## config.mk

```make
export PLATFORM = sky130hd
export DESIGN_NAME = led_ring_chase_controller
export DESIGN_NICKNAME = d
export VERILOG_FILES = /design/src/rtl/core/lrc_pkg.sv /design/src/rtl/core/lrc_ctrl.sv /design/src/rtl/core/lrc_datapath.sv /design/src/rtl/core/led_ring_chase_controller.sv
export SDC_FILE = /design/constraint.sdc
export NUM_CORES = 1
export LEC_CHECK = 0
export ABC_CLOCK_PERIOD_IN_PS = 6100
export BUFFER_PORTS_ARGS = -buffer_cell sky130_fd_sc_hd__buf_2
export CORE_MARGIN = 2
export CORE_UTILIZATION = 30
export DETAILED_ROUTE_END_ITERATION = 7
export RECOVER_POWER = 100
export SYNTH_ARGS = -nofsm -noshare
export SYNTH_HDL_FRONTEND = slang
export SYNTH_SLANG_ARGS = --single-unit
```

## constraint.sdc

```tcl
create_clock -name clk -period 6.1 [get_ports clk]
set_clock_uncertainty 0.15 [all_clocks]
set_input_delay 0.305 -clock clk [delete_from_list [all_inputs] [get_ports clk]]
set_output_delay 0.305 -clock clk [all_outputs]
set_load 0.05 [all_outputs]
```

## src/rtl/core/lrc_pkg.sv

```systemverilog
// Shared types and constants for the LED ring chase controller.
// No dependencies; imported by the controller, the datapath and the top level.
package lrc_pkg;

  localparam int IN_W       = 96;
  localparam int OUT_W      = 32;
  localparam int POS_W      = 8;
  localparam int COLOR_W    = 24;
  localparam int LED_CNT_W  = 5;
  localparam int THR_W      = 32;
  localparam int CFG_ADDR_W = 2;
  localparam int CFG_DATA_W = 32;
  localparam int PIX_IDX_W  = 4;

  typedef enum logic [3:0] {
    OP_RESTART    = 4'd0,
    OP_POWER      = 4'd1,
    OP_RELAY      = 4'd2,
    OP_CONFIGURE  = 4'd3,
    OP_PRESENCE   = 4'd4,
    OP_SELECT     = 4'd5,
    OP_DESELECT   = 4'd6,
    OP_DISCONNECT = 4'd7,
    OP_TICK       = 4'd8
  } op_t;

  localparam logic [CFG_ADDR_W-1:0] REG_LED_COUNT  = 2'd0;
  localparam logic [CFG_ADDR_W-1:0] REG_GREEN_THR  = 2'd1;
  localparam logic [CFG_ADDR_W-1:0] REG_YELLOW_THR = 2'd2;
  localparam logic [CFG_ADDR_W-1:0] REG_RED_THR    = 2'd3;

  localparam logic signed [THR_W-1:0] GREEN_THR_RST  = 32'sd100;
  localparam logic signed [THR_W-1:0] YELLOW_THR_RST = 32'sd500;
  localparam logic signed [THR_W-1:0] RED_THR_RST    = 32'sd1000;

  // colors packed {red, green, blue}
  localparam logic [COLOR_W-1:0] COLOR_BLACK  = 24'h000000;
  localparam logic [COLOR_W-1:0] COLOR_PURPLE = 24'h660066;
  localparam logic [COLOR_W-1:0] COLOR_BLUE   = 24'h0000FF;
  localparam logic [COLOR_W-1:0] COLOR_RED    = 24'hFF0000;
  localparam logic [COLOR_W-1:0] COLOR_YELLOW = 24'hFFFF00;
  localparam logic [COLOR_W-1:0] COLOR_GREEN  = 24'h00FF00;

  localparam logic [POS_W-1:0] DIR_FWD  = 8'd1;
  localparam logic [POS_W-1:0] DIR_BACK = 8'd2;

  // input word, first field in the highest bits
  typedef struct packed {
    logic [7:0]              blue;
    logic [7:0]              green;
    logic [7:0]              red;
    logic [7:0]              direction;
    logic [7:0]              start_position;
    logic [3:0]              led_index;
    logic [7:0]              near_byte;
    logic [7:0]              relay_byte;
    logic signed [THR_W-1:0] power;
    op_t                     op;
  } item_t;

  typedef struct packed {
    logic accept;
    logic scan_step;
    logic skip;
    logic emit_behind;
    logic emit_ahead;
    logic emit_blank;
  } ctrl_cmd_t;

  typedef struct packed {
    logic tick_go;
    logic scan_end;
    logic any_mover;
    logic cur_moves;
    logic is_last_mover;
    logic pix_last;
    logic out_free;
  } dp_status_t;

endpackage

```

## src/rtl/core/lrc_ctrl.sv

```systemverilog
// Sequencer for the LED ring chase controller: accepts words, walks the
// scan, chase and blanking passes. Depends on lrc_pkg; drives lrc_datapath.
module lrc_ctrl
  import lrc_pkg::*;
(
  input  logic       clk,
  input  logic       rst,
  input  logic       s_tvalid,
  output logic       s_tready,
  input  op_t        op,
  input  dp_status_t st,
  output ctrl_cmd_t  cmd
);

  typedef enum logic [4:0] {
    ST_IDLE   = 5'b00001,
    ST_SCAN   = 5'b00010,
    ST_BEHIND = 5'b00100,
    ST_AHEAD  = 5'b01000,
    ST_BLANK  = 5'b10000
  } state_t;

  state_t state, state_next;

  always_ff @(posedge clk) begin
    if (rst) begin
      state <= ST_IDLE;
    end else begin
      state <= state_next;
    end
  end

  always_comb begin
    cmd        = '0;
    state_next = state;
    s_tready   = 1'b0;
    case (state)
      ST_IDLE: begin
        s_tready = 1'b1;
        if (s_tvalid) begin
          cmd.accept = 1'b1;
          if (op == OP_DISCONNECT) begin
            state_next = ST_BLANK;
          end else if (op == OP_TICK && st.tick_go) begin
            state_next = ST_SCAN;
          end
        end
      end
      ST_SCAN: begin
        cmd.scan_step = 1'b1;
        if (st.scan_end) begin
          state_next = st.any_mover ? ST_BEHIND : ST_IDLE;
        end
      end
      ST_BEHIND: begin
        // pass over still entries, wait for room before the black word
        if (!st.cur_moves) begin
          cmd.skip = 1'b1;
        end else if (st.out_free) begin
          cmd.emit_behind = 1'b1;
          state_next      = ST_AHEAD;
        end
      end
      ST_AHEAD: begin
        if (st.out_free) begin
          cmd.emit_ahead = 1'b1;
          state_next     = st.is_last_mover ? ST_IDLE : ST_BEHIND;
        end
      end
      ST_BLANK: begin
        if (st.out_free) begin
          cmd.emit_blank = 1'b1;
          if (st.pix_last) begin
            state_next = ST_IDLE;
          end
        end
      end
      default: begin
        state_next = ST_IDLE;
      end
    endcase
  end

  a_one_cmd: assert property (@(posedge clk) disable iff (rst)
    $onehot0({cmd.accept, cmd.scan_step, cmd.skip,
              cmd.emit_behind, cmd.emit_ahead, cmd.emit_blank}))
    else $error("more than one datapath command in a cycle");

  a_last_mover_moves: assert property (@(posedge clk) disable iff (rst)
    (state == ST_BEHIND && st.is_last_mover) |-> st.cur_moves)
    else $error("chase pass reached the last mover on a still entry");

  a_tick_ends_on_last: assert property (@(posedge clk) disable iff (rst)
    ($past(state) == ST_AHEAD && state == ST_IDLE) |->
      $past(cmd.emit_ahead && st.is_last_mover))
    else $error("tick ended before the last mover was written");

  a_blank_ends_on_last: assert property (@(posedge clk) disable iff (rst)
    ($past(state) == ST_BLANK && state == ST_IDLE) |->
      $past(cmd.emit_blank && st.pix_last))
    else $error("blanking ended before the last pixel");

endmodule

```

## src/rtl/core/lrc_datapath.sv

```systemverilog
// Datapath for the LED ring chase controller: LED tables, command state,
// ring wrap arithmetic and the output word register. Depends on lrc_pkg.
module lrc_datapath
  import lrc_pkg::*;
#(
  parameter int RING_SIZE = 12,
  parameter int MAX_LEDS  = 16
) (
  input  logic                  clk,
  input  logic                  rst,
  input  logic                  cfg_we,
  input  logic [CFG_ADDR_W-1:0] cfg_addr,
  input  logic [CFG_DATA_W-1:0] cfg_data,
  input  item_t                 item,
  input  ctrl_cmd_t             cmd,
  output dp_status_t            st,
  output logic                  m_tvalid,
  input  logic                  m_tready,
  output logic [OUT_W-1:0]      m_tdata,
  output logic                  m_tuser,
  output logic                  m_tlast
);

  localparam int IDX_W = (MAX_LEDS > 1) ? $clog2(MAX_LEDS) : 1;
  localparam int CNT_W = $clog2(MAX_LEDS + 1);
  localparam int NW    = LED_CNT_W + 1;
  localparam logic [NW-1:0]    MAX_N     = NW'(MAX_LEDS);
  localparam logic [POS_W-1:0] RING_TOP  = POS_W'(RING_SIZE);
  localparam logic [POS_W-1:0] RING_LAST = POS_W'(RING_SIZE - 1);

  // position modulo ring size for every 8-bit position, built by counting
  function automatic logic [256*POS_W-1:0] build_mod_tab();
    logic [256*POS_W-1:0] tab;
    logic [POS_W-1:0]     m;
    tab = '0;
    m   = '0;
    for (int i = 0; i < 256; i++) begin
      tab[i*POS_W +: POS_W] = m;
      m = (m == RING_LAST) ? '0 : m + 1'b1;
    end
    return tab;
  endfunction

  localparam logic [256*POS_W-1:0] MOD_TAB = build_mod_tab();

  // configuration
  logic [LED_CNT_W-1:0]    led_count;
  logic signed [THR_W-1:0] green_thr, yellow_thr, red_thr;

  // LED tables, no reset
  logic [POS_W-1:0]   pos_tab [MAX_LEDS];
  logic [POS_W-1:0]   dir_tab [MAX_LEDS];
  logic [COLOR_W-1:0] col_tab [MAX_LEDS];
  logic               sel_tab [MAX_LEDS];

  // command state
  logic [COLOR_W-1:0] gen_color;
  logic [7:0]         relay_state, presence_state;
  logic [CNT_W-1:0]   cc;
  logic               motion_en;

  // pass state
  logic [IDX_W-1:0]   ent, last_mover;
  logic [POS_W-1:0]   pix;
  logic               hb, has_mover;

  // output word
  logic                 o_valid;
  logic [PIX_IDX_W-1:0] o_index;
  logic [COLOR_W-1:0]   o_rgb;
  logic                 o_hb, o_last;

  logic [NW-1:0]      lc_ext, n_full;
  logic [CNT_W-1:0]   n;
  logic               in_acc, cfg_room, idx_ok, motion_set;
  logic [IDX_W-1:0]   cc_idx, sel_idx;
  logic [COLOR_W-1:0] gen_new;
  logic               is_near;

  logic [POS_W-1:0]   cur_pos, cur_dir, w, wm, behind, new_pos;
  logic [COLOR_W-1:0] cur_col;
  logic               fwd, back;
  logic               d0_moves, first_zero, later_zero, scan_hit;
  logic               emit_any, out_free;

  assign lc_ext  = {1'b0, led_count};
  assign n_full  = (lc_ext < MAX_N) ? lc_ext : MAX_N;
  assign n       = CNT_W'(n_full);
  assign in_acc  = cmd.accept;

  assign cfg_room   = cc < n;
  assign cc_idx     = cc[IDX_W-1:0];
  assign motion_set = (NW'(cc) + 1'b1) >= lc_ext;
  assign idx_ok     = NW'(item.led_index) < n_full;
  assign sel_idx    = IDX_W'(item.led_index);

  // general color from a power sample
  assign is_near = presence_state == 8'd1;
  always_comb begin
    if (is_near && relay_state == 8'd0) begin
      gen_new = COLOR_PURPLE;
    end else if (is_near && item.power < green_thr) begin
      gen_new = COLOR_GREEN;
    end else if (is_near && item.power < yellow_thr) begin
      gen_new = COLOR_YELLOW;
    end else if (is_near && item.power > red_thr) begin
      gen_new = COLOR_RED;
    end else begin
      gen_new = COLOR_BLACK;
    end
  end

  // current entry and its wrap
  assign cur_pos = pos_tab[ent];
  assign cur_dir = dir_tab[ent];
  assign cur_col = col_tab[ent];
  assign fwd     = cur_dir == DIR_FWD;
  assign back    = cur_dir == DIR_BACK;

  always_comb begin
    if (fwd) begin
      w = (cur_pos >= RING_TOP) ? '0 : cur_pos;
    end else begin
      w = (cur_pos == '0) ? RING_TOP : cur_pos;
    end
    wm = MOD_TAB[{w, 3'b000} +: POS_W];
    if (fwd) begin
      behind  = (w == '0) ? RING_LAST : w - 1'b1;
      new_pos = w + 1'b1;
    end else begin
      behind  = (wm == RING_LAST) ? '0 : wm + 1'b1;
      new_pos = w - 1'b1;
    end
  end

  // heartbeat: entry zero's position as seen when each mover is stepped
  assign d0_moves   = dir_tab[0] == DIR_FWD || dir_tab[0] == DIR_BACK;
  assign first_zero = dir_tab[0] == DIR_FWD &&
                      (pos_tab[0] == '0 || pos_tab[0] >= RING_TOP);
  assign later_zero = d0_moves ? (dir_tab[0] == DIR_BACK && pos_tab[0] == 8'd1)
                               : (pos_tab[0] == '0);
  assign scan_hit   = (fwd || back) && ((ent == '0) ? first_zero : later_zero);

  assign emit_any = cmd.emit_behind || cmd.emit_ahead || cmd.emit_blank;
  assign out_free = !o_valid || m_tready;

  assign st.tick_go       = motion_en && n != '0;
  assign st.scan_end      = CNT_W'(ent) == n - 1'b1;
  assign st.any_mover     = has_mover || fwd || back;
  assign st.cur_moves     = fwd || back;
  assign st.is_last_mover = ent == last_mover;
  assign st.pix_last      = pix == RING_LAST;
  assign st.out_free      = out_free;

  // configuration and control state
  always_ff @(posedge clk) begin
    if (rst) begin
      led_count      <= '0;
      green_thr      <= GREEN_THR_RST;
      yellow_thr     <= YELLOW_THR_RST;
      red_thr        <= RED_THR_RST;
      gen_color      <= COLOR_BLACK;
      relay_state    <= '0;
      presence_state <= '0;
      cc             <= '0;
      motion_en      <= 1'b0;
      o_valid        <= 1'b0;
    end else begin
      if (cfg_we) begin
        case (cfg_addr)
          REG_LED_COUNT:  led_count  <= cfg_data[LED_CNT_W-1:0];
          REG_GREEN_THR:  green_thr  <= cfg_data;
          REG_YELLOW_THR: yellow_thr <= cfg_data;
          REG_RED_THR:    red_thr    <= cfg_data;
          default: ;
        endcase
      end
      if (in_acc) begin
        case (item.op)
          OP_RESTART: begin
            cc             <= '0;
            motion_en      <= 1'b0;
            relay_state    <= item.relay_byte;
            presence_state <= item.near_byte;
          end
          OP_POWER:    gen_color      <= gen_new;
          OP_RELAY:    relay_state    <= item.relay_byte;
          OP_PRESENCE: presence_state <= item.near_byte;
          OP_CONFIGURE: begin
            if (cfg_room) begin
              cc <= cc + 1'b1;
              if (motion_set) begin
                motion_en <= 1'b1;
              end
            end
          end
          default: ;
        endcase
      end
      if (emit_any) begin
        o_valid <= 1'b1;
      end else if (m_tready) begin
        o_valid <= 1'b0;
      end
    end
  end

  // tables and pass registers
  always_ff @(posedge clk) begin
    if (in_acc) begin
      case (item.op)
        OP_POWER: begin
          for (int i = 0; i < MAX_LEDS; i++) begin
            if (NW'(i) < n_full && !sel_tab[i]) begin
              col_tab[i] <= gen_new;
            end
          end
        end
        OP_CONFIGURE: begin
          if (cfg_room) begin
            pos_tab[cc_idx] <= item.start_position;
            dir_tab[cc_idx] <= item.direction;
            col_tab[cc_idx] <= {item.red, item.green, item.blue};
            sel_tab[cc_idx] <= 1'b0;
          end
        end
        OP_SELECT: begin
          if (idx_ok) begin
            col_tab[sel_idx] <= COLOR_BLUE;
            sel_tab[sel_idx] <= 1'b1;
          end
        end
        OP_DESELECT: begin
          if (idx_ok) begin
            col_tab[sel_idx] <= gen_color;
            sel_tab[sel_idx] <= 1'b0;
          end
        end
        OP_DISCONNECT: begin
          for (int i = 0; i < MAX_LEDS; i++) begin
            if (NW'(i) < n_full) begin
              col_tab[i] <= COLOR_BLACK;
            end
          end
        end
        default: ;
      endcase
      ent       <= '0;
      pix       <= '0;
      hb        <= 1'b0;
      has_mover <= 1'b0;
    end
    if (cmd.scan_step) begin
      hb <= hb | scan_hit;
      if (fwd || back) begin
        has_mover  <= 1'b1;
        last_mover <= ent;
      end
      ent <= st.scan_end ? '0 : ent + 1'b1;
    end
    if (cmd.skip) begin
      ent <= ent + 1'b1;
    end
    if (cmd.emit_ahead) begin
      pos_tab[ent] <= new_pos;
      ent          <= ent + 1'b1;
    end
    if (cmd.emit_blank) begin
      pix <= pix + 1'b1;
    end
    if (cmd.emit_behind) begin
      o_index <= behind[PIX_IDX_W-1:0];
      o_rgb   <= COLOR_BLACK;
      o_hb    <= hb;
      o_last  <= 1'b0;
    end else if (cmd.emit_ahead) begin
      o_index <= wm[PIX_IDX_W-1:0];
      o_rgb   <= cur_col;
      o_hb    <= hb;
      o_last  <= st.is_last_mover;
    end else if (cmd.emit_blank) begin
      o_index <= pix[PIX_IDX_W-1:0];
      o_rgb   <= COLOR_BLACK;
      o_hb    <= 1'b0;
      o_last  <= st.pix_last;
    end
  end

  assign m_tvalid = o_valid;
  assign m_tdata  = {4'b0000, o_rgb[7:0], o_rgb[15:8], o_rgb[23:16], o_index};
  assign m_tuser  = o_hb;
  assign m_tlast  = o_last;

  a_no_overwrite: assert property (@(posedge clk) disable iff (rst)
    !(emit_any && o_valid && !m_tready))
    else $error("output word overwritten while stalled");

  a_motion_needs_entries: assert property (@(posedge clk) disable iff (rst)
    motion_en |-> cc != '0)
    else $error("motion enabled with no configured entry");

  a_count_bound: assert property (@(posedge clk) disable iff (rst)
    cc <= CNT_W'(MAX_LEDS))
    else $error("configured count beyond table depth");

endmodule

```

## src/rtl/core/led_ring_chase_controller.sv

```systemverilog
// Top level of the LED ring chase controller: command stream in, pixel write stream out.
// A pixel word is registered and shows on m_tvalid in the cycle after it is built.
// Most commands finish in the accept cycle; disconnect writes RING_SIZE blank words; tick
// scans the N active LEDs, then writes two words per moving LED and skips still LEDs up to
// the last mover, one entry at a time and one output word per cycle unless the output stalls.
// Reset (rst, synchronous, active high) clears control state, reloads default thresholds.
module led_ring_chase_controller
  import lrc_pkg::*;
#(
  parameter int RING_SIZE = 12,
  parameter int MAX_LEDS  = 16
) (
  input  logic                  clk,
  input  logic                  rst,
  // config write port: index 0 led_count, 1 green, 2 yellow, 3 red threshold
  input  logic                  cfg_we,
  input  logic [CFG_ADDR_W-1:0] cfg_addr,
  input  logic [CFG_DATA_W-1:0] cfg_data,
  // command stream
  input  logic                  s_tvalid,
  output logic                  s_tready,
  // s_tdata, low to high: op[3:0], power[35:4], relay_byte[43:36],
  // near_byte[51:44], led_index[55:52], start_position[63:56],
  // direction[71:64], red[79:72], green[87:80], blue[95:88]
  input  logic [IN_W-1:0]       s_tdata,
  // pixel stream
  output logic                  m_tvalid,
  input  logic                  m_tready,
  // m_tdata, low to high: pixel_index[3:0], pixel_red[11:4],
  // pixel_green[19:12], pixel_blue[27:20], zero fill [31:28]
  output logic [OUT_W-1:0]      m_tdata,
  output logic                  m_tuser,   // heartbeat
  output logic                  m_tlast    // last pixel word of the command
);

  item_t      item;
  ctrl_cmd_t  cmd;
  dp_status_t st;

  // unpack the command word; fields are used only in the accept cycle
  assign item = item_t'(s_tdata);

  // sequencer: accept, then scan / chase / blank passes
  lrc_ctrl u_ctrl (
    .clk      (clk),
    .rst      (rst),
    .s_tvalid (s_tvalid),
    .s_tready (s_tready),
    .op       (item.op),
    .st       (st),
    .cmd      (cmd)
  );

  // tables, wrap arithmetic and the output word register
  lrc_datapath #(
    .RING_SIZE (RING_SIZE),
    .MAX_LEDS  (MAX_LEDS)
  ) u_datapath (
    .clk      (clk),
    .rst      (rst),
    .cfg_we   (cfg_we),
    .cfg_addr (cfg_addr),
    .cfg_data (cfg_data),
    .item     (item),
    .cmd      (cmd),
    .st       (st),
    .m_tvalid (m_tvalid),
    .m_tready (m_tready),
    .m_tdata  (m_tdata),
    .m_tuser  (m_tuser),
    .m_tlast  (m_tlast)
  );

endmodule
```

==> results of run 1 <==
==> flip-flops by register name (all words and copies together) (netlist names), 4 cells and up, named ones only <==
name,cells
u_datapath.col_tab,384
u_datapath.dir_tab,128
u_datapath.pos_tab,128
u_datapath.green_thr,32
u_datapath.red_thr,32
u_datapath.yellow_thr,32
u_datapath.o_rgb,24
u_datapath.sel_tab,16
u_datapath.pix,8
u_datapath.presence_state,8
u_datapath.relay_state,8
u_ctrl.state,5
u_datapath.cc,5
u_datapath.led_count,5
u_datapath.ent,4
u_datapath.gen_color,4
u_datapath.last_mover,4
u_datapath.o_index,4
==> worst min-delay path: cells and delay by family <==
kind / cells / cell delay (ns)
compound gates: 1 / 0.08
buf+inv: 2 / 0.29
simple gates: 1 / 0.07
==> cells in the final DEF, fill, tap and decap left out, drive strengths merged, types with 9 or more instances in the layout <==
cell type / netlist / routed
a21o: 46 / 46
o21a: 14 / 14
clkinv: 2 / 52
edfxtp: 678 / 678
nor2: 186 / 186
xnor2: 24 / 24
nand3: 39 / 39
ha: 118 / 118
xor2: 14 / 14
nand2: 328 / 328
mux2i: 23 / 23
or3: 9 / 9
a22oi: 11 / 11
buf: 58 / 182
mux4: 163 / 163
o31ai: 9 / 9
nand4: 28 / 28
a22o: 26 / 26
nor4: 21 / 21
and3: 10 / 10
o21ai: 310 / 310
nor3: 26 / 26
inv: 134 / 144
o211ai: 29 / 29
and2: 34 / 34
dfxtp: 163 / 163
nor2b: 19 / 19
dlygate4sd3: 0 / 85
o22ai: 67 / 67
o32ai: 13 / 13
a21oi: 174 / 174
clkbuf: 138 / 179
nand2b: 21 / 21
or2: 10 / 10
a31oi: 15 / 15
==> through the flow <==
step | setup slack (ns) | area, sq um | instances | hold WS [ns]
after floorplan | 1.815 | 38820 | 3033 | 0.2539
after global placement | 1.517 | 41740 | 4822 | 0.2924
after detailed placement | 1.409 | 41740 | 4822 | 0.2947
after CTS | 1.393 | 45560 | 5079 | 0.01668
after global routing | 0.5156 | 45290 | 5082 | 0.07076
final | 0.7455 | 45290 | 5083 | 0.05631
==> power groups by stage <==
| stage | combinational [mW] | sequential, mW | clock, mW |
|---|---|---|---|
| 2_1_floorplan | 1.77 | 6.39 | 0 |
| 3_3_place_gp | 2.27 | 6.53 | 0 |
| 3_5_place_dp | 2.28 | 6.53 | 0 |
| 4_1_cts | 2.33 | 6.41 | 5.58 |
| 5_1_grt | 2.48 | 6.42 | 5.79 |
| 6_report | 2.30 | 6.40 | 5.49 |
==> layer usage <==
layer  vias to the layer above  global-route usage (%)
li1                      11939                       -
met3                       264                   4.285
met5                         -                       0
met2                      1169                   27.67
met1                     13282                   22.96
met4                        30                   7.160
==> path summary, 6_finish.rpt <==
check        slack, ns                startpoint                        end
max reg2reg       0.75   u_datapath.led_count[4]  u_datapath.col_tab[1][19]
min reg2reg       0.30  u_datapath.gen_color[15]   u_datapath.gen_color[15]
max               0.75   u_datapath.led_count[4]  u_datapath.col_tab[1][19]
min               0.06               s_tdata[57]   u_datapath.pos_tab[4][1]
==> final cells by class <==
type / count / area [sq um]
Tap cell: 1729 / 2163
Inverter: 136 / 510.5
Antenna cell: 3 / 7.507
Sequential cell: 841 / 23630
Timing Repair Buffer: 342 / 2208
Clock inverter: 68 / 605.6
Multi-Input combinational cell: 1860 / 13800
Clock buffer: 104 / 2367
Fill cell: 12407 / 82720
==> kinds of logic (layout without fill, tap and decap cells) <==
group / Yosys count / count (layout) / synth area share (%)
xor gates and xnor gates: 38 / 38 / 0.8769
buffers and inverters: 332 / 650 / 3.521
other: 1 / 7 / 0.009663
and+or+nand+nor: 758 / 758 / 9.001
AOI/OAI and AO/OA: 752 / 752 / 11.75
DFF: 841 / 841 / 60.87
adders and majority gates: 118 / 118 / 3.804
muxes: 190 / 190 / 10.17
==> run_results.csv, run 1 <==
group,metric,value,unit
run_status,status,"finished, violations left",
run_status,violations,"capacitance limit, slew limit",
yosys,synth-warning-count,0,
yosys,synth_common_cells,"edfxtp_1 (678), nand2_1 (328), o21ai_0 (295)",
timing,min_period_over_period,87.78,%
power,power_frac_clock,38.7,%
global_route,grt_pass1_vias,26297,
power,p_leak,15.80,nW
timing,tns,0,ns
clock_network,clkSlewWorstSetupHoldPaths,0.06,ns
yosys,ys_async_sr_fraction,0,%
placed_design,gp_congestion,0.9016,
power,powerDensity,313.5,nW/um^2
floorplan,ioPinCount,171,
drt,drtIter0Drc,2667,
yosys,netlist_area,38810,sq um
clock_network,clk_path_buf_depth,3,
power,p_total,14.20,mW
yosys,synth_area_leaders,"edfxtp_1 (52%), mux4_2 (9.5%), dfxtp_1 (8.4%), ha_1 (3.8%), o21ai_0 (3.8%)",
floorplan,num_rows,131,
cells_and_area,syn2layout_area_growth,16.70,%
yosys,synth_edf_count,678,
critical_path,crit_path_max_incr_delay,0.61,ns
critical_path,crit_chain,"buf_4 > clkinv_1 > nand2_1 > ha_1 > a21o_1 > a21o_1 > a21oi_1 > o2111ai_2 > o32a_1 > or2_0 > clkbuf_1 > o21ai_0 > clkbuf_2",
critical_path,required,6.24,ns
power,internal-power,10.28,mW
run,max_cap_viol_count,7,
clock_network,hold_buffers,85,
timing,tightest_slew,3.006,ns
clock_network,htree_levels,3,
yosys,seq_area_frac_synth,60.87,%
critical_path,crit_buf_inv,4,
timing,maxSlewHeadroom,-100.4,%
global_route,grt_use_total,17.49,%
critical_path,critPathMaxFanout,24,
critical_path,r2r_cells,13,
drt,drcViolationCount,0,
floorplan,dieArea,132300,sq um
global_route,grt_pass1_wl,172300,um
critical_path,arrival,5.50,ns
critical_path,worst-path-stages,13,
power,comb_power_share,16.2,%
drt,top_layer,"met5",
drt,wl_met1,48150,um
timing,maxClockFrequency,0.1868,GHz
placed_design,dp_hpwl,78880,um
timing,layout_min_cycle_time,5.354,ns
power,ir_drop,0.2134,mV
hold_path,holdPathStages,4,
cells_and_area,final_nets,3525,
drt,avgRoutedWirePerCell,23.03,um
global_route,grt_max_degree,66,
critical_path,start_kind,"register",
yosys,yosysTopAreaCell,"edfxtp_1",
yosys,synth.avg_cell_area,12.81,sq um
clock_network,cts_resized,0,
clock_network,cts_setup_buffers,0,
global_route,overflow,0,
yosys,synth_cell_type_count,90,
drt,route.met3.wl,10330,um
timing,setup_viol,0,
timing,hold_viol,0,
drt,routed_wl,117100,um
yosys,netlist.area_leader.share,52.46,%
clock_network,clock_latency,0.68,ns
critical_path,path_delay_family,"compound AO/OA/AOI/OAI gates",
clock_network,cts_tree,"yes",
clock_network,cts_made_buffers,91,
placed_design,port_buffers,166,
cells_and_area,final_util,35.38,%
clock_network,root_buffer,"clkbuf_16",
hold_path,hold_class,"in -> reg",
critical_path,crit_path_end_kind,"register",
drt,firstDrtPassIters,6,
power,seqPwrFrac,45.1,%
timing,rsz0062_at_grt,"false",
critical_path,path_common_cell,"a21o_1",
floorplan,start_util,30.32,%
critical_path,critPathSlowestCell,"clkbuf_2",
timing,final_max_slew_viol_count,225,
critical_path,critPathKind,"reg -> reg",
drt,dr_wl_met2,53690,um
cells_and_area,drive_gt1_share,16.14,%
yosys,ys_seq_elements,841,
floorplan,design.core.area,128000,sq um
drt,vias_per_cell,5.250,
drt,vias,26684,
global_route,antenna_found_initial,19,
floorplan,die_w,363.7,um
yosys,synth_flop_cell,"edfxtp_1",
drt,ant_nets,0,
floorplan,die_h,363.7,um
power,power_switching,3.918,mW
yosys,postSynthCellCount,3030,
power,swShare,27.59,%
clock_network,cts_sinks,841,
yosys,synth.most_common_cell,"edfxtp_1",
(Power assumes the default switching activity.)
==> run 2: changes to the inputs <==
--- a/config.mk
+++ b/config.mk
@@ -6,11 +6,11 @@
 export NUM_CORES = 1
 export LEC_CHECK = 0
 export ABC_CLOCK_PERIOD_IN_PS = 6100
-export BUFFER_PORTS_ARGS = -buffer_cell sky130_fd_sc_hd__buf_2
+export BUFFER_PORTS_ARGS = -buffer_cell sky130_fd_sc_hd__buf_4
 export CORE_MARGIN = 2
 export CORE_UTILIZATION = 30
 export DETAILED_ROUTE_END_ITERATION = 7
-export RECOVER_POWER = 100
+export RECOVER_POWER = 25
 export SYNTH_ARGS = -nofsm -noshare
 export SYNTH_HDL_FRONTEND = slang
 export SYNTH_SLANG_ARGS = --single-unit
==> run 2 against run 1 <==
Net effect:
- the run still ends with capacitance limit, slew limit left
- sequential cell count stayed put
- clock-buffer cell count is 14 higher
- clock power increased by 3%
- sequential share of layout area decreased by 0.32 points
- worst hold slack got worse by 0.037 ns
- largest power group unchanged
- sequential power about the same
- cell count shrank 0.61%
==> run_results.csv, run 2 (synthesized netlist as in run 1, its figures left out) <==
group,metric,value,unit
global_route,overflow,0,
placed_design,port_buffers,166,
critical_path,start_kind,"register",
cells_and_area,largest-register,"u_datapath.col_tab",
critical_path,arrival,5.32,ns
global_route,grt_pass1_vias,26338,
critical_path,critPathMaxFanout,26,
run_status,violations,"capacitance limit, slew limit",
drt,vias_per_cell,5.289,
drt,drtIter0Drc,2500,
clock_network,htree_levels,3,
clock_network,hold_buffers,70,
floorplan,die_h,363.7,um
cells_and_area,largest_reg_flops,384,
critical_path,required,6.24,ns
power,p_leak,15.82,nW
drt,ant_nets,0,
timing,worst_hold_slack,0.01896,ns
drt,routed_wl,118600,um
placed_design,place_ws,1.239,ns
cells_and_area,syn2layout_area_growth,17.43,%
timing,setup_ws,0.9185,ns
clock_network,clkSlewWorstSetupHoldPaths,0.06,ns
power,powerDensity,314.4,nW/um^2
timing,setup_viol,0,
global_route,antenna_found_initial,10,
floorplan,ioPinCount,171,
drt,drcViolationCount,0,
hold_path,hold_class,"in -> reg",
timing,maxClockFrequency,0.1930,GHz
timing,hold_viol,0,
floorplan,start_util,30.32,%
global_route,grt_use_total,17.62,%
drt,firstDrtPassIters,5,
clock_network,cts_made_buffers,90,
clock_network,cts_sinks,841,
placed_design,dp_hpwl,79050,um
cells_and_area,drive_gt1_share,16.52,%
timing,layout_min_cycle_time,5.181,ns
clock_network,clk_path_buf_depth,3,
floorplan,design.core.area,128000,sq um
floorplan,num_rows,131,
drt,vias,26721,
clock_network,cts_setup_buffers,0,
clock_network,root_buffer,"clkbuf_16",
global_route,grt_max_degree,79,
timing,tns,0,ns
timing,final_max_slew_viol_count,11,
placed_design,gp_congestion,0.8757,
clock_network,cts_tree,"yes",
floorplan,dieArea,132300,sq um
run_status,status,"finished, violations left",
timing,tightest_slew,1.603,ns
cells_and_area,final_util,35.60,%
clock_network,clock_latency,0.66,ns
cells_and_area,final_common_cell,"edfxtp_1",
power,ir_drop,0.1965,mV
timing,min_period_over_period,84.94,%
cells_and_area,final_cell_mix,"edfxtp_1 (678), nand2_1 (328), o21ai_0 (292), buf_4 (195), nor2_1 (181)",
drt,avgRoutedWirePerCell,23.48,um
global_route,grt_pass1_wl,174300,um
critical_path,critPathKind,"reg -> reg",
clock_network,cts_resized,0,
timing,maxSlewHeadroom,-7.479,%
critical_path,crit_path_end_kind,"register",
cells_and_area,final_nets,3496,
cells_and_area,reg_top3,"u_datapath.col_tab x384, u_datapath.dir_tab x128, u_datapath.pos_tab x128",
floorplan,die_w,363.7,um
run,max_cap_viol_count,2,
timing,rsz0062_at_grt,"false",
## run 2: changes by cell type in the layout (fill, tap and decap cells not counted), moves of 5 or more
cell / delta
and2_0: -18
clkinv_2: -13
a21oi_1: -5
dlygate4sd3_1: -15
and2_1: +18
clkbuf_2: -14
a21oi_2: +5
buf_2: -125
buf_4: +139
clkinv_1: -5
o21ai_0: -8
## run 2: per-stage QoR
step / std cells / power (mW) / cell area [sq um]
finish: 5052 / 14.33 / 45570
global placement: 4810 / 8.767 / 42060
floorplan: 3033 / 8.163 / 38820
detailed placement: 4810 / 8.790 / 42060
global route: 5049 / 14.82 / 45570
CTS: 5047 / 14.41 / 45780
## run 2: power breakdown
group	internal (mW)	switching, mW	total, mW	leakage (nW)
registers	6.24	0.174	6.41	7.94
clock network	3.27	2.36	5.63	1.47
logic	1.00	1.28	2.28	6.41
## run 2: final cells by class
type,count,area [sq um]
sequential,841,23630
tap,1729,2163
clock inverter,49,529.3
clock buffer,118,2486
fill,12415,82440
antenna,5,12.51
multi-input combinational,1860,13890
inverter,136,510.5
timing repair buffer,314,2349
## run 2: critical path, cell delays in order (launching register included)
cell      delay (ns)
dfxtp_1         0.33
nor3_1          0.38
nand3_1         0.36
or3_1           0.54
or3_1           0.43
a211oi_1        1.28
a31o_2          0.28
nand2_1         0.06
buf_4           0.31
o211ai_1        0.15
buf_4           0.50
## run 2: metal layers
layer	GRT usage [%]	up-vias	wire length, um
met5	0	-	81
li1	-	11879	-
met4	7.005	14	4532
met3	3.515	223	10990
met1	23.53	13395	48010
met2	28.13	1210	55010
## run 2: worst paths after layout
path / cells past startpoint / slack (ns) / startpoint / end
worst max-delay path: 10 / 0.92 / u_ctrl.state[1] / u_datapath.col_tab[11][6]
worst min-delay path: 4 / 0.02 / s_tdata[61] / u_datapath.pos_tab[7][5]
worst max register to register: 10 / 0.92 / u_ctrl.state[1] / u_datapath.col_tab[11][6]
worst min register to register: 2 / 0.30 / u_datapath.green_thr[29] / u_datapath.green_thr[29]
